[src/rtl/core/kpst_pkg.sv]
`timescale 1ns / 1ps
`default_nettype none

package kpst_pkg;

    // Default number of key entries in the state memory.
    localparam int KEY_COUNT_DEF = 256;

    // Width of the key code field.
    localparam int CODE_W = 8;

    // Item kinds.
    typedef enum logic [1:0] {
        KIND_KEY   = 2'd0,
        KIND_PTR   = 2'd1,
        KIND_TICK  = 2'd2,
        KIND_QUERY = 2'd3
    } kind_t;

    // Per-key state codes.
    typedef enum logic [1:0] {
        KS_UP       = 2'd0,
        KS_DOWN     = 2'd1,
        KS_PRESSED  = 2'd2,
        KS_RELEASED = 2'd3
    } key_state_t;

    // Command handed from the top level to the key sequencer.
    typedef struct packed {
        kind_t             kind;
        logic [CODE_W-1:0] key_code;
        key_state_t        new_key_state;
    } key_cmd_t;

    // Status returned by the key sequencer when an item is finished.
    typedef struct packed {
        logic done;
        logic is_down;
        logic is_pressed;
        logic is_released;
    } key_stat_t;

    // Frame aging: pressed settles to down, released settles to up.
    function automatic key_state_t age_state(input key_state_t st);
        key_state_t res;
        case (st)
            KS_PRESSED:  res = KS_DOWN;
            KS_RELEASED: res = KS_UP;
            default:     res = st;
        endcase
        return res;
    endfunction

endpackage

`default_nettype wire

[src/rtl/core/kpst_if.sv]
`timescale 1ns / 1ps
`default_nettype none

// Input item channel.
interface kpst_in_if;
    logic               valid;
    logic               ready;
    logic [1:0]         kind;
    logic [7:0]         key_code;
    logic [1:0]         new_key_state;
    logic signed [15:0] pointer_x_in;
    logic signed [15:0] pointer_y_in;

    modport source (
        output valid, kind, key_code, new_key_state, pointer_x_in, pointer_y_in,
        input  ready
    );
    modport sink (
        input  valid, kind, key_code, new_key_state, pointer_x_in, pointer_y_in,
        output ready
    );
endinterface

// Status result channel.
interface kpst_out_if;
    logic               valid;
    logic               ready;
    logic               is_down;
    logic               is_pressed;
    logic               is_released;
    logic signed [16:0] delta_x;
    logic signed [16:0] delta_y;

    modport source (
        output valid, is_down, is_pressed, is_released, delta_x, delta_y,
        input  ready
    );
    modport sink (
        input  valid, is_down, is_pressed, is_released, delta_x, delta_y,
        output ready
    );
endinterface

`default_nettype wire

[src/rtl/core/kpst_key_mem.sv]
`timescale 1ns / 1ps
`default_nettype none

module kpst_key_mem
    import kpst_pkg::*;
#(
    parameter int DEPTH = KEY_COUNT_DEF,
    parameter int AW    = $clog2(DEPTH)
) (
    input  wire logic       clk,
    input  wire logic       wr_en,
    input  wire logic [AW-1:0] wr_addr,
    input  wire key_state_t wr_data,
    input  wire logic       rd_en,
    input  wire logic [AW-1:0] rd_addr,
    output key_state_t      rd_data
);

    key_state_t mem [DEPTH];

    // Write port.
    always_ff @(posedge clk)
    begin
        if (wr_en)
        begin
            mem[wr_addr] <= wr_data;
        end
    end

    // Registered read port.
    always_ff @(posedge clk)
    begin
        if (rd_en)
        begin
            rd_data <= mem[rd_addr];
        end
    end

endmodule

`default_nettype wire

[src/rtl/core/kpst_key_seq.sv]
`timescale 1ns / 1ps
`default_nettype none

module kpst_key_seq
    import kpst_pkg::*;
#(
    parameter int KEY_COUNT = KEY_COUNT_DEF
) (
    input  wire logic     clk,
    input  wire logic     rst_n,
    input  wire logic     start,
    input  wire key_cmd_t cmd,
    input  wire logic     out_free,
    output logic          idle,
    output key_stat_t     stat
);

    localparam int AW    = $clog2(KEY_COUNT);
    localparam int CNT_W = $clog2(KEY_COUNT + 1);

    typedef enum logic [2:0] {
        S_CLEAR,
        S_IDLE,
        S_KEY_WR,
        S_SWEEP,
        S_LOOK,
        S_WAIT
    } seq_state_t;

    seq_state_t        state_reg;
    logic [CNT_W-1:0]  cnt_reg;
    logic              pend_reg;
    logic [AW-1:0]     pend_addr_reg;
    logic [CODE_W-1:0] code_reg;
    key_state_t        nst_reg;
    logic              valid_reg;

    logic              cmd_valid;
    logic              sweep_issue;
    logic [AW-1:0]     code_addr;

    logic              mem_wr_en;
    logic [AW-1:0]     mem_wr_addr;
    key_state_t        mem_wr_data;
    logic              mem_rd_en;
    logic [AW-1:0]     mem_rd_addr;
    key_state_t        mem_rd_data;

    // Only codes 1 to KEY_COUNT-1 address a key.
    assign cmd_valid = (cmd.key_code != '0) && (32'(cmd.key_code) < 32'(KEY_COUNT));
    assign code_addr = AW'(code_reg);

    // The sweep issues one read per cycle until the last key.
    assign sweep_issue = (state_reg == S_SWEEP) && (cnt_reg < CNT_W'(KEY_COUNT));

    // Sequencer state and counters.
    always_ff @(posedge clk or negedge rst_n)
    begin
        if (!rst_n)
        begin
            state_reg <= S_CLEAR;
            cnt_reg   <= '0;
            pend_reg  <= 1'b0;
        end
        else
        begin
            unique case (state_reg)
                S_CLEAR:
                begin
                    cnt_reg <= cnt_reg + CNT_W'(1);
                    if (cnt_reg == CNT_W'(KEY_COUNT - 1))
                    begin
                        state_reg <= S_IDLE;
                    end
                end
                S_IDLE:
                begin
                    if (start)
                    begin
                        unique case (cmd.kind)
                            KIND_KEY:
                            begin
                                state_reg <= S_KEY_WR;
                            end
                            KIND_TICK:
                            begin
                                cnt_reg   <= CNT_W'(1);
                                state_reg <= S_SWEEP;
                            end
                            default:
                            begin
                                state_reg <= S_LOOK;
                            end
                        endcase
                    end
                end
                S_KEY_WR:
                begin
                    state_reg <= S_LOOK;
                end
                S_SWEEP:
                begin
                    pend_reg <= sweep_issue;
                    if (sweep_issue)
                    begin
                        cnt_reg <= cnt_reg + CNT_W'(1);
                    end
                    else if (!pend_reg)
                    begin
                        state_reg <= S_LOOK;
                    end
                end
                S_LOOK:
                begin
                    state_reg <= S_WAIT;
                end
                S_WAIT:
                begin
                    if (out_free)
                    begin
                        state_reg <= S_IDLE;
                    end
                end
                default:
                begin
                    state_reg <= S_CLEAR;
                    cnt_reg   <= '0;
                end
            endcase
        end
    end

    // Captured command fields and the sweep write-back address.
    always_ff @(posedge clk)
    begin
        if ((state_reg == S_IDLE) && start)
        begin
            code_reg  <= cmd.key_code;
            nst_reg   <= cmd.new_key_state;
            valid_reg <= cmd_valid;
        end
        pend_addr_reg <= cnt_reg[AW-1:0];
    end

    // Memory port steering: clear, key write, sweep read/age/write, lookup.
    always_comb
    begin
        mem_wr_en   = 1'b0;
        mem_wr_addr = '0;
        mem_wr_data = KS_UP;
        mem_rd_en   = 1'b0;
        mem_rd_addr = '0;
        case (state_reg)
            S_CLEAR:
            begin
                mem_wr_en   = 1'b1;
                mem_wr_addr = cnt_reg[AW-1:0];
            end
            S_KEY_WR:
            begin
                mem_wr_en   = valid_reg;
                mem_wr_addr = code_addr;
                mem_wr_data = nst_reg;
            end
            S_SWEEP:
            begin
                mem_rd_en   = sweep_issue;
                mem_rd_addr = cnt_reg[AW-1:0];
                mem_wr_en   = pend_reg;
                mem_wr_addr = pend_addr_reg;
                mem_wr_data = age_state(mem_rd_data);
            end
            S_LOOK:
            begin
                mem_rd_en   = valid_reg;
                mem_rd_addr = code_addr;
            end
            default:
            begin
            end
        endcase
    end

    kpst_key_mem #(
        .DEPTH (KEY_COUNT),
        .AW    (AW)
    ) u_mem (
        .clk     (clk),
        .wr_en   (mem_wr_en),
        .wr_addr (mem_wr_addr),
        .wr_data (mem_wr_data),
        .rd_en   (mem_rd_en),
        .rd_addr (mem_rd_addr),
        .rd_data (mem_rd_data)
    );

    // Status toward the output register.
    assign idle             = (state_reg == S_IDLE);
    assign stat.done        = (state_reg == S_WAIT) && out_free;
    assign stat.is_down     = valid_reg && (mem_rd_data == KS_DOWN);
    assign stat.is_pressed  = valid_reg && (mem_rd_data == KS_PRESSED);
    assign stat.is_released = valid_reg && (mem_rd_data == KS_RELEASED);

endmodule

`default_nettype wire

[src/rtl/core/key_and_pointer_state_tracker.sv]
// Key and pointer state tracker.
// Input transactions arrive on the item channel (kind, key_code, new_key_state,
// pointer position); every accepted transaction yields exactly one status
// transaction on the status channel with the flags of key_code and the
// pointer delta, both taken after the item has been applied.
// Key states live in a KEY_COUNT-entry memory with one write and one
// registered read port, driven by a small sequencer. The block takes one item
// at a time and holds item.ready low while it works.
// Before the lookup, a key event writes its new state and a frame tick
// sweeps the memory, reading and writing back one key per cycle through the
// memory ports; a pointer event or a query goes straight to the lookup.
// item.ready rises as the status is loaded into the output register.
// After reset the sequencer clears the key memory, one entry per cycle, and
// holds item.ready low until the clear is done; pointer positions
// reset to zero at once.
// The status sits in an output register. A new item is accepted while an
// earlier status still waits; a stalled receiver holds the next item in its
// last step until the output register is free.
`timescale 1ns / 1ps
`default_nettype none

module key_and_pointer_state_tracker
    import kpst_pkg::*;
#(
    parameter int KEY_COUNT = KEY_COUNT_DEF
) (
    input  wire logic  clk,
    input  wire logic  rst_n,
    kpst_in_if.sink    item,
    kpst_out_if.source status
);

    logic               seq_idle;
    logic               accept;
    logic               out_free;
    key_cmd_t           cmd;
    key_stat_t          stat;

    logic signed [15:0] cur_x_reg;
    logic signed [15:0] cur_y_reg;
    logic signed [15:0] prev_x_reg;
    logic signed [15:0] prev_y_reg;

    logic               out_vld_reg;
    logic               is_down_reg;
    logic               is_pressed_reg;
    logic               is_released_reg;
    logic signed [16:0] delta_x_reg;
    logic signed [16:0] delta_y_reg;

    assign item.ready = seq_idle;
    assign accept     = item.valid && item.ready;

    assign cmd.kind          = kind_t'(item.kind);
    assign cmd.key_code      = item.key_code;
    assign cmd.new_key_state = key_state_t'(item.new_key_state);

    kpst_key_seq #(
        .KEY_COUNT (KEY_COUNT)
    ) u_seq (
        .clk      (clk),
        .rst_n    (rst_n),
        .start    (accept),
        .cmd      (cmd),
        .out_free (out_free),
        .idle     (seq_idle),
        .stat     (stat)
    );

    // Pointer positions: an event moves the current one, a tick latches it.
    always_ff @(posedge clk or negedge rst_n)
    begin
        if (!rst_n)
        begin
            cur_x_reg  <= '0;
            cur_y_reg  <= '0;
            prev_x_reg <= '0;
            prev_y_reg <= '0;
        end
        else if (accept)
        begin
            if (item.kind == KIND_PTR)
            begin
                cur_x_reg <= item.pointer_x_in;
                cur_y_reg <= item.pointer_y_in;
            end
            if (item.kind == KIND_TICK)
            begin
                prev_x_reg <= cur_x_reg;
                prev_y_reg <= cur_y_reg;
            end
        end
    end

    // Output register valid flag.
    assign out_free = !out_vld_reg || status.ready;

    always_ff @(posedge clk or negedge rst_n)
    begin
        if (!rst_n)
        begin
            out_vld_reg <= 1'b0;
        end
        else if (stat.done)
        begin
            out_vld_reg <= 1'b1;
        end
        else if (status.ready)
        begin
            out_vld_reg <= 1'b0;
        end
    end

    // Output payload: key flags and sign-extended pointer differences.
    always_ff @(posedge clk)
    begin
        if (stat.done)
        begin
            is_down_reg     <= stat.is_down;
            is_pressed_reg  <= stat.is_pressed;
            is_released_reg <= stat.is_released;
            delta_x_reg     <= {cur_x_reg[15], cur_x_reg} - {prev_x_reg[15], prev_x_reg};
            delta_y_reg     <= {cur_y_reg[15], cur_y_reg} - {prev_y_reg[15], prev_y_reg};
        end
    end

    assign status.valid       = out_vld_reg;
    assign status.is_down     = is_down_reg;
    assign status.is_pressed  = is_pressed_reg;
    assign status.is_released = is_released_reg;
    assign status.delta_x     = delta_x_reg;
    assign status.delta_y     = delta_y_reg;

    // The sequencer leaves idle right after a transaction is accepted.
    a_busy_after_accept: assert property (@(posedge clk) disable iff (!rst_n)
        accept |=> !item.ready)
        else $error("item channel still ready after an accepted transaction");

    // A frame tick makes the previous position equal the current one.
    a_tick_latches: assert property (@(posedge clk) disable iff (!rst_n)
        (accept && (item.kind == KIND_TICK)) |=>
            ((prev_x_reg == cur_x_reg) && (prev_y_reg == cur_y_reg)))
        else $error("frame tick did not latch the pointer position");

    // A status is produced only while an item is in flight.
    a_done_while_busy: assert property (@(posedge clk) disable iff (!rst_n)
        stat.done |-> !item.ready)
        else $error("status produced while the sequencer is idle");

    // A key holds exactly one state, so at most one flag is set.
    a_flags_exclusive: assert property (@(posedge clk) disable iff (!rst_n)
        status.valid |-> $onehot0({status.is_down, status.is_pressed, status.is_released}))
        else $error("more than one key flag set");

endmodule

`default_nettype wire

[src/flat_wrapper.sv]
// flat-port wrapper written by rule: the top's interface ports become plain ports
module key_and_pointer_state_tracker_flat import kpst_pkg::*;
#(
    parameter int KEY_COUNT = KEY_COUNT_DEF
)
  (clk, rst_n, item_valid, item_kind, item_key_code, item_new_key_state, item_pointer_x_in, item_pointer_y_in, item_ready, status_valid, status_is_down, status_is_pressed, status_is_released, status_delta_x, status_delta_y, status_ready);
  kpst_in_if item_i ();
  kpst_out_if status_i ();
  input  wire logic clk;
  input  wire logic rst_n;
  input wire logic [$bits(item_i.valid)-1:0] item_valid;
  input wire logic [$bits(item_i.kind)-1:0] item_kind;
  input wire logic [$bits(item_i.key_code)-1:0] item_key_code;
  input wire logic [$bits(item_i.new_key_state)-1:0] item_new_key_state;
  input wire logic [$bits(item_i.pointer_x_in)-1:0] item_pointer_x_in;
  input wire logic [$bits(item_i.pointer_y_in)-1:0] item_pointer_y_in;
  output wire logic [$bits(item_i.ready)-1:0] item_ready;
  output wire logic [$bits(status_i.valid)-1:0] status_valid;
  output wire logic [$bits(status_i.is_down)-1:0] status_is_down;
  output wire logic [$bits(status_i.is_pressed)-1:0] status_is_pressed;
  output wire logic [$bits(status_i.is_released)-1:0] status_is_released;
  output wire logic [$bits(status_i.delta_x)-1:0] status_delta_x;
  output wire logic [$bits(status_i.delta_y)-1:0] status_delta_y;
  input wire logic [$bits(status_i.ready)-1:0] status_ready;
  assign item_i.valid = item_valid;
  assign item_i.kind = item_kind;
  assign item_i.key_code = item_key_code;
  assign item_i.new_key_state = item_new_key_state;
  assign item_i.pointer_x_in = item_pointer_x_in;
  assign item_i.pointer_y_in = item_pointer_y_in;
  assign item_ready = item_i.ready;
  assign status_valid = status_i.valid;
  assign status_is_down = status_i.is_down;
  assign status_is_pressed = status_i.is_pressed;
  assign status_is_released = status_i.is_released;
  assign status_delta_x = status_i.delta_x;
  assign status_delta_y = status_i.delta_y;
  assign status_i.ready = status_ready;
  key_and_pointer_state_tracker #(.KEY_COUNT(KEY_COUNT)) u_core (.clk(clk), .rst_n(rst_n), .item(item_i), .status(status_i));
endmodule
[config.mk]
export PLATFORM = sky130hd
export DESIGN_NAME = key_and_pointer_state_tracker_flat
export DESIGN_NICKNAME = d
export VERILOG_FILES = /design/src/rtl/core/kpst_pkg.sv /design/src/rtl/core/kpst_if.sv /design/src/rtl/core/kpst_key_mem.sv /design/src/rtl/core/kpst_key_seq.sv /design/src/rtl/core/key_and_pointer_state_tracker.sv /design/src/flat_wrapper.sv
export SDC_FILE = /design/constraint.sdc
export NUM_CORES = 1
export LEC_CHECK = 0
export BUFFER_PORTS_ARGS = -buffer_cell sky130_fd_sc_hd__buf_4
export CORE_MARGIN = 1.5
export CORE_UTILIZATION = 30
export CTS_BUF_LIST = sky130_fd_sc_hd__clkbuf_4
export CTS_CLUSTER_DIAMETER = 80
export CTS_CLUSTER_SIZE = 30
export DETAILED_ROUTE_END_ITERATION = 7
export GPL_ROUTABILITY_DRIVEN = 0
export PLACE_DENSITY = 0.42
export SLEW_MARGIN = 20
export SYNTH_ARGS = -nofsm -noshare
export SYNTH_HDL_FRONTEND = slang
export SYNTH_HIERARCHICAL = 1
export SYNTH_SLANG_ARGS = --single-unit
[constraint.sdc]
create_clock -name clk -period 20.6 [get_ports clk]
set_clock_uncertainty 0.15 [all_clocks]
set_input_delay 3.09 -clock clk [delete_from_list [all_inputs] [get_ports clk]]
set_output_delay 3.09 -clock clk [all_outputs]
set_load 0.05 [all_outputs]
Yosys cells after proc, flatten, opt, wreduce, memory -nomap -nowiden
Memory sizes are Yosys's and may differ from the RTL's. A register that Yosys moved wholly into a read port is not among the register bits.
Cells that the tools add are included.
{ "op_classes": {"reduce_logical": 18, "bitwise_logic": 1, "magnitude_cmp": 1, "add_sub_neg": 3, "mux": 21, "n_eq_ne": 18} }
{ "ops": {"columns": ["op", "n"], "rows": [
  ["$pmux W9 S4", 1],
  ["$sub A16 B16 Y17", 2],
  ["$mux W9", 3],
  ["$pmux W8 S3", 1],
  ["$pmux W3 S6", 1],
  ["$pmux W8 S2", 1],
  ["$mux W3", 5],
  ["$ne A2 B2 Y1 const B", 7],
  ["$add A9 B1 Y9 const B", 1],
  ["$eq A9 B8 Y1 const B", 1],
  ["$lt A9 B9 Y1 const B", 1],
  ["$pmux W2 S2", 2],
  ["$reduce_bool A8 Y1", 1],
  ["$logic_and A1 B1 Y1", 7],
  ["$eq A2 B2 Y1 const B", 3],
  ["$eq A3 B2 Y1 const B", 2],
  ["$eq A3 B3 Y1 const B", 2],
  ["$pmux W3 S2", 1],
  ["$reduce_and A5 Y1", 1],
  ["$eq A2 B1 Y1 const B", 2],
  ["$mux W1", 4],
  ["$reduce_and A2 Y1", 2],
  ["$reduce_and A4 Y1", 1],
  ["$eq A3 B1 Y1 const B", 1],
  ["9 further kinds", 9]
]} }
{ "word_totals": {"n_memories": 1, "in_bits": 48, "mem_bits_rw": 512, "ff_bits": 134, "out_inout_bits": 39} }
{ "mem_list": {"columns": ["name", "words", "word_bits", "read_ports", "rd_ports_with_merged_regs", "write_ports", "line", "text"], "rows": [
  ["u_core.u_seq.u_mem.mem", 256, 2, 1, 1, 1, "kpst_key_mem.sv:19", "key_state_t mem [DEPTH];"]
]} }

Depth between registers and ports, before layout
Gate-level depths: netlist of run 1.
{ "depth": {"ltp_word": 4, "mapped_depth": 15} }

Hierarchy
Netlist of run 1, hierarchy kept.
{ "modules_own_cells": {"columns": ["module", "n_inst", "seq_area_each_um2", "area_per_inst_um2", "cells_per_inst"], "rows": [
  ["kpst_key_mem", 1, 15434.8, 21401.8, 1242],
  ["key_and_pointer_state_tracker", 1, 2737.6, 5066.1, 406],
  ["kpst_key_seq", 1, 815.8, 1769.2, 184]
]} }

Worst setup path before layout of run 1
OpenSTA, ideal clock, no wires.
{ "synth_path": {"path_type": "register to register", "start": "register u_core.u_seq.u_mem.rd_data[0] (read register of u_core.u_seq.u_mem.mem)", "end": "memory u_core/u_seq/u_mem/mem[0][1] in the netlist's numbering (data pin)", "n_path_buf": 0, "path_stages_with_launch": 5, "arrival_ns": 6.815, "setup_ns": 1.388, "required_ns": 19.062, "path_slack_ns": 12.247, "period_less_slack_ns": 8.353, "cell_sequence": "edfxtp_1 > ha_1 > nor4_1 > a21oi_1 > nor2_1"} }
{ "synth_via": {"elab_chain_len": 3, "elab_cells_between_ends": 4, "cone_classes": "eq/ne (2); mux (2)"} }
{ "synth_rtl": {"columns": ["element", "line", "text"], "rows": [
  ["start: declaration", "kpst_key_mem.sv:16", "output key_state_t rd_data"],
  ["$eq A2 B2 Y1", "kpst_pkg.sv:46", "case (st)"],
  ["$pmux W2 S2 *", "kpst_pkg.sv:46", null],
  ["$pmux W2 S2 *", "kpst_key_seq.sv:153", "case (state_reg)"],
  ["via u_core.u_seq.mem_wr_data[1]", "kpst_key_seq.sv:44", "key_state_t mem_wr_data;"],
  ["end: declaration", "kpst_key_mem.sv:19", null]
]} }
Mark *: on every way through the listed nets, which the timed path passes. The rest lies on a longest branch.

Worst setup path after layout of run 1
{ "layout_path": {"start": "register u_core.u_seq.state_reg[2]", "end": "register u_core.u_seq.u_mem.rd_data[1] (read register of u_core.u_seq.u_mem.mem) (data pin)"} }
{ "layout_via": {"elab_cells_between_ends": 5, "cone_classes": "eq/ne (2); mux (2); reduce/logical (1)"} }
{ "layout_rtl": {"columns": ["element", "line", "text"], "rows": [
  ["start: declaration", "kpst_key_seq.sv:30", "seq_state_t state_reg;"],
  ["start signal: assignment", "kpst_key_seq.sv:61", "state_reg <= S_CLEAR;"],
  ["start signal: assignment", "kpst_key_seq.sv:73", "state_reg <= S_IDLE;"],
  ["start signal: assignment", "kpst_key_seq.sv:83", "state_reg <= S_KEY_WR;"],
  ["$eq A3 B3 Y1 or $eq A3 B2 Y1 (tied branches)", "kpst_key_seq.sv:153", null],
  ["$pmux W8 S2 *", "kpst_key_seq.sv:153", null],
  ["via u_core.u_seq.mem_rd_addr[0]", "kpst_key_seq.sv:46", "logic [AW-1:0] mem_rd_addr;"]
]} }
Marked as above.
A chain may end at the register's enable or synchronous reset.

==> results.ini, run 1 <==
[outcome]
status = completed

[power_and_ir_drop]
seq_power_share = 0.703
p_int_mw = 1.57
leakage_nw = 9.40
clkPwrFrac = 0.292
p_per_area_mw_per_mm2 = 65.1
vdd_drop_max_uv = 47.1
switching_power_uw = 430
combPwrFrac = 0.005
swShare = 0.215
total_power_mw = 2.00

[cells_and_area]
fin_cells = 3165
ff_latch_area_mm2 = 0.0190
drive_above_1_share = 0.190
area_growth_pct = 8.85
nNetsFinal = 1969
fillers = 9194
largest_reg_flops = 512
multiInputGateArea_mm2 = 0.00839

[setup_path]
ff2ff_path_depth = 10
cp-end-kind = flip-flop
worstSetupPathType = flip-flop to flip-flop
reg2reg_from = u_core/u_seq/state_reg[2]
crit_arrival_ns = 6.56
crit_fanout = 47
worstPathRequired_ns = 21.08
crit_path_start_kind = flip-flop
crit_path_start = u_core/u_seq/state_reg[2]

[timing]
rsz0062_at_grt = false
setup_viol = 0
slew_violations = 0
tightest_slew_ns = 1.04
finalHoldViolations = 0
setup_tns_ns = 0
relSlewSlack = 0.306
clock.fmax_mhz = 164
timing.final.crit_share = 0.295
period_minus_slack_ns = 6.08

[floorplan]
die_area_mm2 = 0.0960
start_util = 0.303
ioPinCount = 87
core_area_mm2 = 0.0933
placementRows = 112
fp.dieH_um = 310
die_w_um = 310

[grt]
grt_pass1_vias = 16236
grtUsageTotal = 0.154
grt_max_degree = 257
antenna_found_initial = 2
gr-total-overflow = 0
grt_first_pass_wirelength_um = 108000

[worst_hold_path]
whs_path_depth = 0
holdCritStartpoint = u_core/u_seq/cnt_reg[1]
hold_class = flip-flop to flip-flop

[detailed_routing]
drtAntennaViolNets = 0
wl_per_cell_um = 23.2
drt_pass1_iterations = 5
drt_iter0_drc = 1009
wl_um = 73500
drc = 0
vias = 15646
via_per_inst = 4.94

[clocking]
root_buffer = clkbuf_4
cts_inserted_buffers = 37
htreeDepth = 2
max-clock-path-buffers = 3
clk_latency_ns = 0.94
cts_resized = 0
clkTransAtPathRegs_ns = 0.27
postCtsHoldBufs = 0
clock_sink_count = 648
post_cts_buffers = 0
cts_tree = yes

[logic_synthesis]
syn_inst = 1832
ys_ff_latch = 648
syn_nets = 1919
async_reset_ff_frac = 0.120
ys_warn_count = 6
synth.distinct_cells = 80
ys.flop_type = edfxtp_1
synth.avg_cell_area_um2 = 15.4
synth_area_mm2 = 0.0282
synth_enable_flop_cells = 562
ys_seq_area_frac = 0.672

[placed_design]
io_buffers = 86
dpl.hpwl_um = 45300
dp.cells = 3096

[job]
drv_cap = 0

## power groups by stage
stage	registers, mW	logic [mW]	clock network (mW)
CTS	1.41	0.0116	0.614
global route	1.41	0.0123	0.654
floorplan	1.43	0.000291	0
finish	1.41	0.0109	0.583
global placement	1.43	0.0114	0
detailed placement	1.43	0.0116	0
## worst max-delay path, stage by stage, from the launching register on
cell and delay, ns:
dfrtp_1 0.86, nor2b_1 0.80, a22o_4 0.82, buf_4 0.77, buf_4 0.67, mux4_1 0.65
a22o_1 0.22, a2111oi_2 0.35, o31ai_1 0.19, o22ai_2 0.18, a311oi_2 0.05
## placed cells by master, fill, tap and decap left out, drive strengths merged, types with 33 or more instances in the layout
| master | Yosys | layout |
|---|---|---|
| mux2i | 62 | 62 |
| inv | 55 | 60 |
| ha | 37 | 37 |
| nand2 | 51 | 51 |
| dfrtp | 78 | 78 |
| nor2 | 311 | 311 |
| edfxtp | 562 | 562 |
| nand3 | 33 | 33 |
| a21oi | 37 | 37 |
| buf | 46 | 122 |
| clkbuf | 64 | 45 |
| mux2 | 72 | 72 |
| mux4 | 102 | 102 |
| o21ai | 36 | 36 |
## cell families after synthesis
kind of cell             share of synthesized area
adder cells (fa/ha/maj)                     0.0178
flip-flops                                   0.672
AO/OA/AOI/OAI                               0.0582
multiplexers                                 0.135
AND/OR/NAND/NOR                             0.0770
buffers and inverters                       0.0321
XOR/XNOR                                   0.00775
## routing by layer
metal  part of all wire  GRT usage  vias up  wire (um)
met5            0.00011          0        -          8
met3              0.036     0.0213       78       2650
li1                   -          -     7100          -
met2               0.49      0.262      276      36100
met4              0.024     0.0420        2       1770
met1               0.45      0.206     8190      33000
## final timing paths
check                                           endpoint  slack, ns
max                        u_core/u_seq/u_mem/rd_data[1]      14.52
min                        u_core/u_seq/pend_addr_reg[1]       0.36
max reg2reg                u_core/u_seq/u_mem/rd_data[1]      14.52
min reg2reg                u_core/u_seq/pend_addr_reg[1]       0.36
max in group asynchronous          u_core/prev_x_reg[11]      17.30
min in group asynchronous           u_core/cur_x_reg[15]       1.95
## cells in the mapped netlist, types with 9 or more instances
cell type  instances  area share
nand2_1           51      0.0068
o22ai_1            9      0.0020
dfrtp_1           78       0.069
ha_1              37       0.016
clkbuf_1          62      0.0082
nor2b_1           30      0.0066
a211oi_1          14      0.0037
mux4_2            82       0.065
mux4_1            20       0.019
edfxtp_1         562        0.60
nor2_1           311       0.041
mux2i_1           62       0.022
inv_1             50      0.0066
nor3_1            12      0.0021
mux2_2            70       0.028
buf_2             17      0.0030
and2_1             9      0.0020
a21oi_1           37      0.0066
a22o_1            15      0.0047
o21ai_1            9      0.0016
buf_6             11      0.0044
o221ai_1          16      0.0050
xnor2_1           17      0.0053
nand4_1           11      0.0024
o21ai_0           27      0.0048
nand3_1           33      0.0058
## area by class of cell
class	count	area share
Inverter	55	0.00672
Clock buffer	45	0.0110
Multi-Input combinational cell	1018	0.273
Timing Repair Buffer	122	0.0309
Clock inverter	22	0.00940
Tap cell	1254	0.0510
Antenna cell	1	0.0000814
Sequential cell	648	0.618
## through the flow
stage / setup WS [ns] / cell area [um2] / utilization / hold WS (ns)
final: 14.52 / 30700 / 0.329 / 0.361
after global placement: 14.65 / 30100 / 0.322 / 0.317
after CTS: 14.44 / 30700 / 0.329 / 0.365
after floorplan: 12.25 / 28200 / - / 0.195
after detailed placement: 14.51 / 30100 / 0.322 / 0.321
after global routing: 14.07 / 30700 / 0.329 / 0.388
Power figures use the tool's default switching activity.
==> run 2, diff against run 1 <==
--- a/config.mk
+++ b/config.mk
@@ -5,6 +5,7 @@
 export SDC_FILE = /design/constraint.sdc
 export NUM_CORES = 1
 export LEC_CHECK = 0
+export ABC_AREA = 1
 export BUFFER_PORTS_ARGS = -buffer_cell sky130_fd_sc_hd__buf_4
 export CORE_MARGIN = 1.5
 export CORE_UTILIZATION = 30
==> constraint.sdc (replaced) <==
create_clock -name clk -period 5.85 [get_ports clk]
set_clock_uncertainty 0.15 [all_clocks]
set_input_delay 0.8775 -clock clk [delete_from_list [all_inputs] [get_ports clk]]
set_output_delay 0.8775 -clock clk [all_outputs]
set_load 0.05 [all_outputs]
==> results.ini, run 2 <==
[detailed_routing]
wl_um = 82700  ; +12%
drtAntennaViolNets = 0  ; unchanged
drc = 0  ; unchanged
vias = 20745  ; +33%
drt_iter0_drc = 1548  ; +53%
via_per_inst = 4.83  ; -2.3%
wl_per_cell_um = 19.2  ; -17%
drt_pass1_iterations = 6  ; +1

[floorplan]
core_area_mm2 = 0.0971  ; +4.1%
die_w_um = 317  ; +2.3%
fp.dieH_um = 317  ; +2.3%
die_area_mm2 = 0.100  ; +4.7%
placementRows = 114  ; +1.8%
ioPinCount = 87  ; unchanged
start_util = 0.304  ; +0.00191

[clocking]
cts_tree = yes
htreeDepth = 2  ; unchanged
cts_inserted_buffers = 41  ; +11%
clkTransAtPathRegs_ns = 0.28  ; about the same
clock_sink_count = 648  ; unchanged
max-clock-path-buffers = 3  ; unchanged
clk_latency_ns = 0.96  ; +0.02 ns
root_buffer = clkbuf_4

[timing]
period_minus_slack_ns = 4.13  ; -1.95 ns
finalHoldViolations = 0  ; unchanged
setup_viol = 0  ; unchanged
clock.fmax_mhz = 242  ; +47%
setup_ws_ns = 1.72  ; -12.80 ns
rsz0062_at_grt = false
slew_violations = 0  ; unchanged
relSlewSlack = 0.235  ; -0.0715
timing.final.crit_share = 0.706  ; +0.411
setup_tns_ns = 0  ; unchanged
tightest_slew_ns = 1.15  ; +0.104 ns

[grt]
antenna_found_initial = 3  ; +1
grtUsageTotal = 0.163  ; +0.00920
gr-total-overflow = 0  ; unchanged
grt_first_pass_wirelength_um = 124000  ; +15%
grt_pass1_vias = 20643  ; +27%
grt_max_degree = 192  ; -25%

[logic_synthesis]
async_reset_ff_frac = 0.120  ; unchanged
synthTopCellsByArea = edfxtp_1 (57%), nand2_1 (11%), nand3_1 (9.2%)
syn_nets = 3031  ; +58%
synth_area_mm2 = 0.0296  ; +4.7%
ys_seq_area_frac = 0.642  ; -0.0304
synth.avg_cell_area_um2 = 10.0  ; -35%
ys_warn_count = 6  ; unchanged
ys_ff_latch = 648  ; unchanged
ys_top_cells_by_count = nand2_1 (832), edfxtp_1 (562), nand3_1 (542)
synth_top_area_share = 0.571  ; -0.0270
yosysMostFrequentCell = nand2_1
syn_inst = 2944  ; +61%
synth.distinct_cells = 44  ; -45%
synth_top_cell_by_area = edfxtp_1
ys.flop_type = edfxtp_1
synth_enable_flop_cells = 562  ; unchanged

[setup_path]
crit_buf_inv = 3  ; +1
crit_chain = inv_2 > nor2_1 > nand2_1 > o21ai_4 > buf_12 > buf_12 > nand2_1 > nand3_1 > nand3_1 > nand3_1 > nand3_1 > nand2_1 > nand2_1 > nand3_1 > nand3_1 > nand2_1
crit_path_start_kind = flip-flop
path_common_cell = nand3_1
path_delay_family = simple AND/OR/NAND/NOR gates
worstPathRequired_ns = 6.56  ; -14.52 ns
cpPeakStageDelay_ns = 0.65  ; -0.21 ns
crit_slowest_cell = dfrtp_1
cp-end-kind = flip-flop
crit_arrival_ns = 4.84  ; -1.72 ns
worstSetupPathType = flip-flop to flip-flop
crit_fanout = 157  ; +230%

[cells_and_area]
nNetsFinal = 3074  ; +56%
final_area_mm2 = 0.0324  ; +5.5%
drive_above_1_share = 0.0821  ; -0.107
area_growth_pct = 9.65
final_common_cell = nand2_1
largest_reg_flops = 512  ; unchanged
fin_util = 0.334  ; +0.00452
layout_common_cells = nand2_1 (832), edfxtp_1 (562), nand3_1 (542), nor2_1 (346), inv_1 (198)

[placed_design]
dp_worst_setup_slack_ns = 1.71  ; -12.80 ns
placedInstanceArea_mm2 = 0.0313  ; +4.0%
dpl.hpwl_um = 49300  ; +8.8%
io_buffers = 86  ; unchanged

[power_and_ir_drop]
vdd_drop_max_uv = 160  ; +240%
seq_power_share = 0.683  ; -0.020
switching_power_mw = 1.69  ; +290%
total_power_mw = 7.25  ; +260%
clkPwrFrac = 0.308  ; +0.016
p_int_mw = 5.56  ; +250%
p_per_area_mw_per_mm2 = 224  ; +240%
leakage_nw = 11.8  ; +26%
combPwrFrac = 0.009  ; +0.004
swShare = 0.234  ; +0.0187

[job]
drv_cap = 0  ; unchanged

[outcome]
status = completed

[worst_hold_path]
hold_class = input pin to flip-flop

==> run 2: cell count changes after synthesis, moves of 15 or more <==
cell,previous run,this run
buf_2,17,62
buf_6,11,29
inv_1,50,200
mux2_2,70,5
mux2_4,0,15
mux2i_1,62,0
mux4_1,20,0
mux4_2,82,0
nand2_1,51,832
nand3_1,33,542
nor2_1,311,347
nor2b_1,30,0
==> run 2: power groups by stage <==
stage	Combinational (mW)	Clock [mW]	Sequential (mW)
2_1_floorplan	0.00182	0	5.05
3_3_place_gp	0.0434	0	5.05
3_5_place_dp	0.0439	0	5.05
4_1_cts	0.0667	2.35	4.95
5_1_grt	0.0712	2.50	4.95
6_report	0.0648	2.23	4.95
==> run 2: final timing paths <==
| path | slack, ns | endpoint | startpoint | depth (start not counted) |
|---|---|---|---|---|
| setup reg to reg | 1.72 | u_core/u_seq/u_mem/rd_data[1] | u_core/u_seq/state_reg[1] | 16 |
| hold / removal | 0.11 | u_core/cur_x_reg[14] | item_pointer_x_in[14] | 2 |
| min in group asynchronous | 0.22 | u_core/prev_y_reg[9] | rst_n | 2 |
| max in group asynchronous | 4.16 | u_core/prev_x_reg[8] | rst_n | 3 |
| hold reg to reg | 0.31 | u_core/u_seq/pend_addr_reg[7] | u_core/u_seq/cnt_reg[7] | 0 |
| setup / recovery | 1.72 | u_core/u_seq/u_mem/rd_data[1] | u_core/u_seq/state_reg[1] | 16 |
==> run 2: layout make-up <==
| class | count | area [um2] |
|---|---|---|
| Antenna cell | 1 | 2.50 |
| Timing Repair Buffer | 160 | 1390 |
| Multi-Input combinational cell | 1927 | 8920 |
| Inverter | 209 | 792 |
| Tap cell | 1276 | 1600 |
| Clock buffer | 41 | 308 |
| Sequential cell | 648 | 19000 |
| Fill cell | 9966 | 64700 |
| Clock inverter | 34 | 434 |
==> run 2: cell families after synthesis <==
family                   after synthesis  synth area share
AO/OA/AOI/OAI                        107            0.0205
adder cells (fa/ha/maj)               39            0.0170
AND/OR/NAND/NOR                     1745             0.247
buffers and inverters                369            0.0590
XOR/XNOR                              16           0.00474
flip-flops                           648             0.642
multiplexers                          20           0.00952
==> run 2: metrics by stage <==
| stage | hold WS, ns | cells |
|---|---|---|
| after floorplan | 0.238 | 2944 |
| after global placement | 0.261 | 4180 |
| after detailed placement | 0.253 | 4180 |
| after CTS | 0.00114 | 4295 |
| after global routing | 0.0186 | 4296 |
| final | 0.111 | 4296 |
==> run 2: timing repair <==
| action | 4_1_cts | 5_1_grt |
|---|---|---|
| endpoints found under the hold margin | 51 | 0 |
| resized for setup | 0 | 0 |
| setup buffers | 0 | 0 |
| hold buffers | 40 | 0 |
==> run 2: per-layer routing <==
| layer | global-route usage | up-vias | part of all wire |
|---|---|---|---|
| met5 | 0 | - | 0.00038 |
| met1 | 0.224 | 10277 | 0.47 |
| met2 | 0.275 | 433 | 0.47 |
| li1 | - | 9941 | - |
| met4 | 0.0383 | 4 | 0.019 |
| met3 | 0.0205 | 90 | 0.042 |
==> run 3, diff against run 2 <==
--- a/config.mk
+++ b/config.mk
@@ -5,7 +5,7 @@
 export SDC_FILE = /design/constraint.sdc
 export NUM_CORES = 1
 export LEC_CHECK = 0
-export ABC_AREA = 1
+export ABC_AREA = 0
 export BUFFER_PORTS_ARGS = -buffer_cell sky130_fd_sc_hd__buf_4
 export CORE_MARGIN = 1.5
 export CORE_UTILIZATION = 30
==> constraint.sdc (replaced) <==
create_clock -name clk -period 4 [get_ports clk]
set_clock_uncertainty 0.15 [all_clocks]
set_input_delay 0.6 -clock clk [delete_from_list [all_inputs] [get_ports clk]]
set_output_delay 0.6 -clock clk [all_outputs]
set_load 0.05 [all_outputs]
==> results.ini, run 3 (synthesized netlist as in run 1, its figures left out) <==
[timing]
rsz0062_at_grt = false
slew_violations = 0  ; unchanged
period_minus_slack_ns = 3.81  ; -0.326 ns
setup_viol = 0  ; unchanged
clock.fmax_mhz = 263  ; +8.6%
timing.final.crit_share = 0.952  ; +0.245
setup_tns_ns = 0  ; unchanged
tightest_slew_ns = 0.953  ; -0.192 ns
relSlewSlack = 0.364  ; +0.130
setup_ws_ns = 0.194  ; -1.52 ns
finalHoldViolations = 0  ; unchanged

[cells_and_area]
drive_above_1_share = 0.205  ; +0.123
area_growth_pct = 12.0
final_common_cell = edfxtp_1
largest_reg_flops = 512  ; unchanged
layout_common_cells = edfxtp_1 (562), nor2_1 (309), buf_4 (164), mux4_2 (82), dfrtp_1 (78)
nNetsFinal = 2067  ; -33%

[floorplan]
placementRows = 112  ; -1.8%
ioPinCount = 87  ; unchanged
start_util = 0.303  ; -0.00191
core_area_mm2 = 0.0933  ; -3.9%
fp.dieH_um = 310  ; -2.3%
die_area_mm2 = 0.0960  ; -4.5%
die_w_um = 310  ; -2.3%

[clocking]
post_cts_buffers = 0  ; unchanged
max-clock-path-buffers = 3  ; unchanged
cts_tree = yes
root_buffer = clkbuf_4
cts_inserted_buffers = 35  ; -15%
clkTransAtPathRegs_ns = 0.25  ; -0.03 ns
clk_latency_ns = 0.93  ; -0.03 ns
clock_sink_count = 648  ; unchanged
htreeDepth = 2  ; unchanged
cts_resized = 0  ; unchanged

[detailed_routing]
routed.top_layer = met5
drtAntennaViolNets = 0  ; unchanged
drt_iter0_drc = 1191  ; -23%
drc = 0  ; unchanged
drt_pass1_iterations = 5  ; -1
vias = 16068  ; -23%
wl_per_cell_um = 22.6  ; +18%
wl_met1_um = 32800  ; -15%
via_per_inst = 4.93  ; +2.0%
wl_um = 73700  ; -11%
dr_wl_met3_um = 3290  ; -5.0%
route.met2.wl_um = 36200  ; -7.4%

[setup_path]
crit_arrival_ns = 4.37  ; -0.47 ns
reg2reg_from = u_core/u_seq/state_reg[2]
cp-end-kind = flip-flop
r2r_setup_slack_ns = 0.19  ; -1.52 ns
ff2ff_path_depth = 10  ; -6
r2r-end = u_core/u_seq/u_mem/rd_data[1]
worstSetupPathType = flip-flop to flip-flop
worstPathRequired_ns = 4.57  ; -1.99 ns
crit_fanout = 30  ; -81%
cpPeakStageDelay_ns = 0.52  ; -0.13 ns
crit_slowest_cell = dfrtp_1
crit_chain = and3b_1 > a22o_4 > buf_12 > buf_4 > mux2i_1 > o221ai_1 > a221oi_1 > buf_4 > a311o_1 > a311oi_2
path_common_cell = buf_4
crit_path_start_kind = flip-flop

[grt]
grt_max_degree = 185  ; -3.6%
antenna_found_initial = 3  ; unchanged
grt_first_pass_wirelength_um = 109000  ; -12%
grtUsageTotal = 0.155  ; -0.00874
grt_pass1_vias = 16359  ; -21%
gr-total-overflow = 0  ; unchanged

[power_and_ir_drop]
combPwrFrac = 0.009  ; about the same
vdd_drop_max_uv = 274  ; +71%
seq_power_share = 0.713  ; +0.030
leakage_nw = 9.86  ; -17%
p_per_area_mw_per_mm2 = 321  ; +44%
clkPwrFrac = 0.278  ; -0.030
switching_power_mw = 2.25  ; +33%
swShare = 0.221  ; -0.0122
p_int_mw = 7.92  ; +42%

[job]
drv_cap = 0  ; unchanged

[placed_design]
dpl.hpwl_um = 47700  ; -3.2%
dp_worst_setup_slack_ns = 0.183  ; -1.53 ns
io_buffers = 86  ; unchanged

[worst_hold_path]
hold_class = input pin to async pin

[outcome]
status = completed

run 3: cell count changes in the layout (fill, tap and decap cells not counted), moves of 15 or more:
cell     previous run  this run
buf_4             113       164
inv_1             198        50
mux2_2              5        70
mux2_4             15         0
mux2i_1             0        62
mux4_1              0        20
mux4_2              0        82
nand2_1           832        51
nand3_1           542        33
nor2_1            346       309
nor2b_1             0        29
run 3: layout make-up:
class                   count  area, um2
fillers                  9171      61700
flip-flops and latches    648      19000
multi-input cells        1018       8390
repair buffers            222       1920
well taps                1254       1570
clock buffers              42        315
clock inverters            22        238
inverters                  55        206
diodes                      1       2.50
run 3: timing repair:
action	4_1_cts	5_1_grt
setup endpoints to repair	0	0
hold endpoints to repair	109	0
hold buffers	47	0
run 3: worst max-delay path by stage:
stage	start	endpoint	slack (ns)	cells past startpoint
after CTS	u_core/u_seq/state_reg[2]	u_core/u_seq/u_mem/rd_data[1]	0.21	10
final	u_core/u_seq/state_reg[2]	u_core/u_seq/u_mem/rd_data[1]	0.19	10
after floorplan	u_core/u_seq/u_mem/rd_data[0]	u_core/u_seq/u_mem/mem[0][1]	0.23	4
after detailed placement	u_core/u_seq/state_reg[2]	u_core/u_seq/u_mem/rd_data[1]	0.18	10
after global placement	u_core/u_seq/state_reg[2]	u_core/u_seq/u_mem/rd_data[1]	0.13	10
after global routing	u_core/u_seq/state_reg[2]	u_core/u_seq/u_mem/rd_data[1]	0.02	10
run 3: power groups by stage:
| stage | clock network, mW | registers, mW | logic [mW] |
|---|---|---|---|
| 2_1_floorplan | 0 | 7.39 | 0.00148 |
| 3_3_place_gp | 0 | 7.39 | 0.0618 |
| 3_5_place_dp | 0 | 7.39 | 0.0625 |
| 4_1_cts | 2.99 | 7.25 | 0.0995 |
| 5_1_grt | 3.18 | 7.25 | 0.105 |
| 6_report | 2.83 | 7.25 | 0.0956 |
run 3: routing by layer:
metal,vias up,GRT usage
met2,323,0.260
met3,75,0.0227
li1,7322,-
met5,-,0
met4,2,0.0373
met1,8346,0.210
run 3: critical path, delay by kind of cell (launching register included):
kind / cells / cell delay (ns)
mux: 1 / 0.41
buf+inv: 3 / 0.77
flops: 1 / 0.52
compound gates: 5 / 1.28
simple gates: 1 / 0.49
run 3: per-stage QoR:
| step | cells | hold slack, ns | utilization | total power, mW | instance area (um2) |
|---|---|---|---|---|---|
| after detailed placement | 3150 | 0.330 | 0.328 | 7.45 | 30600 |
| after CTS | 3261 | 0.121 | 0.339 | 10.3 | 31600 |
| after global routing | 3262 | 0.201 | 0.339 | 10.5 | 31600 |
| after global placement | 3150 | 0.316 | 0.328 | 7.45 | 30600 |
| after floorplan | 1832 | 0.154 | - | 7.39 | 28300 |
| final | 3262 | 0.233 | 0.339 | 10.2 | 31600 |
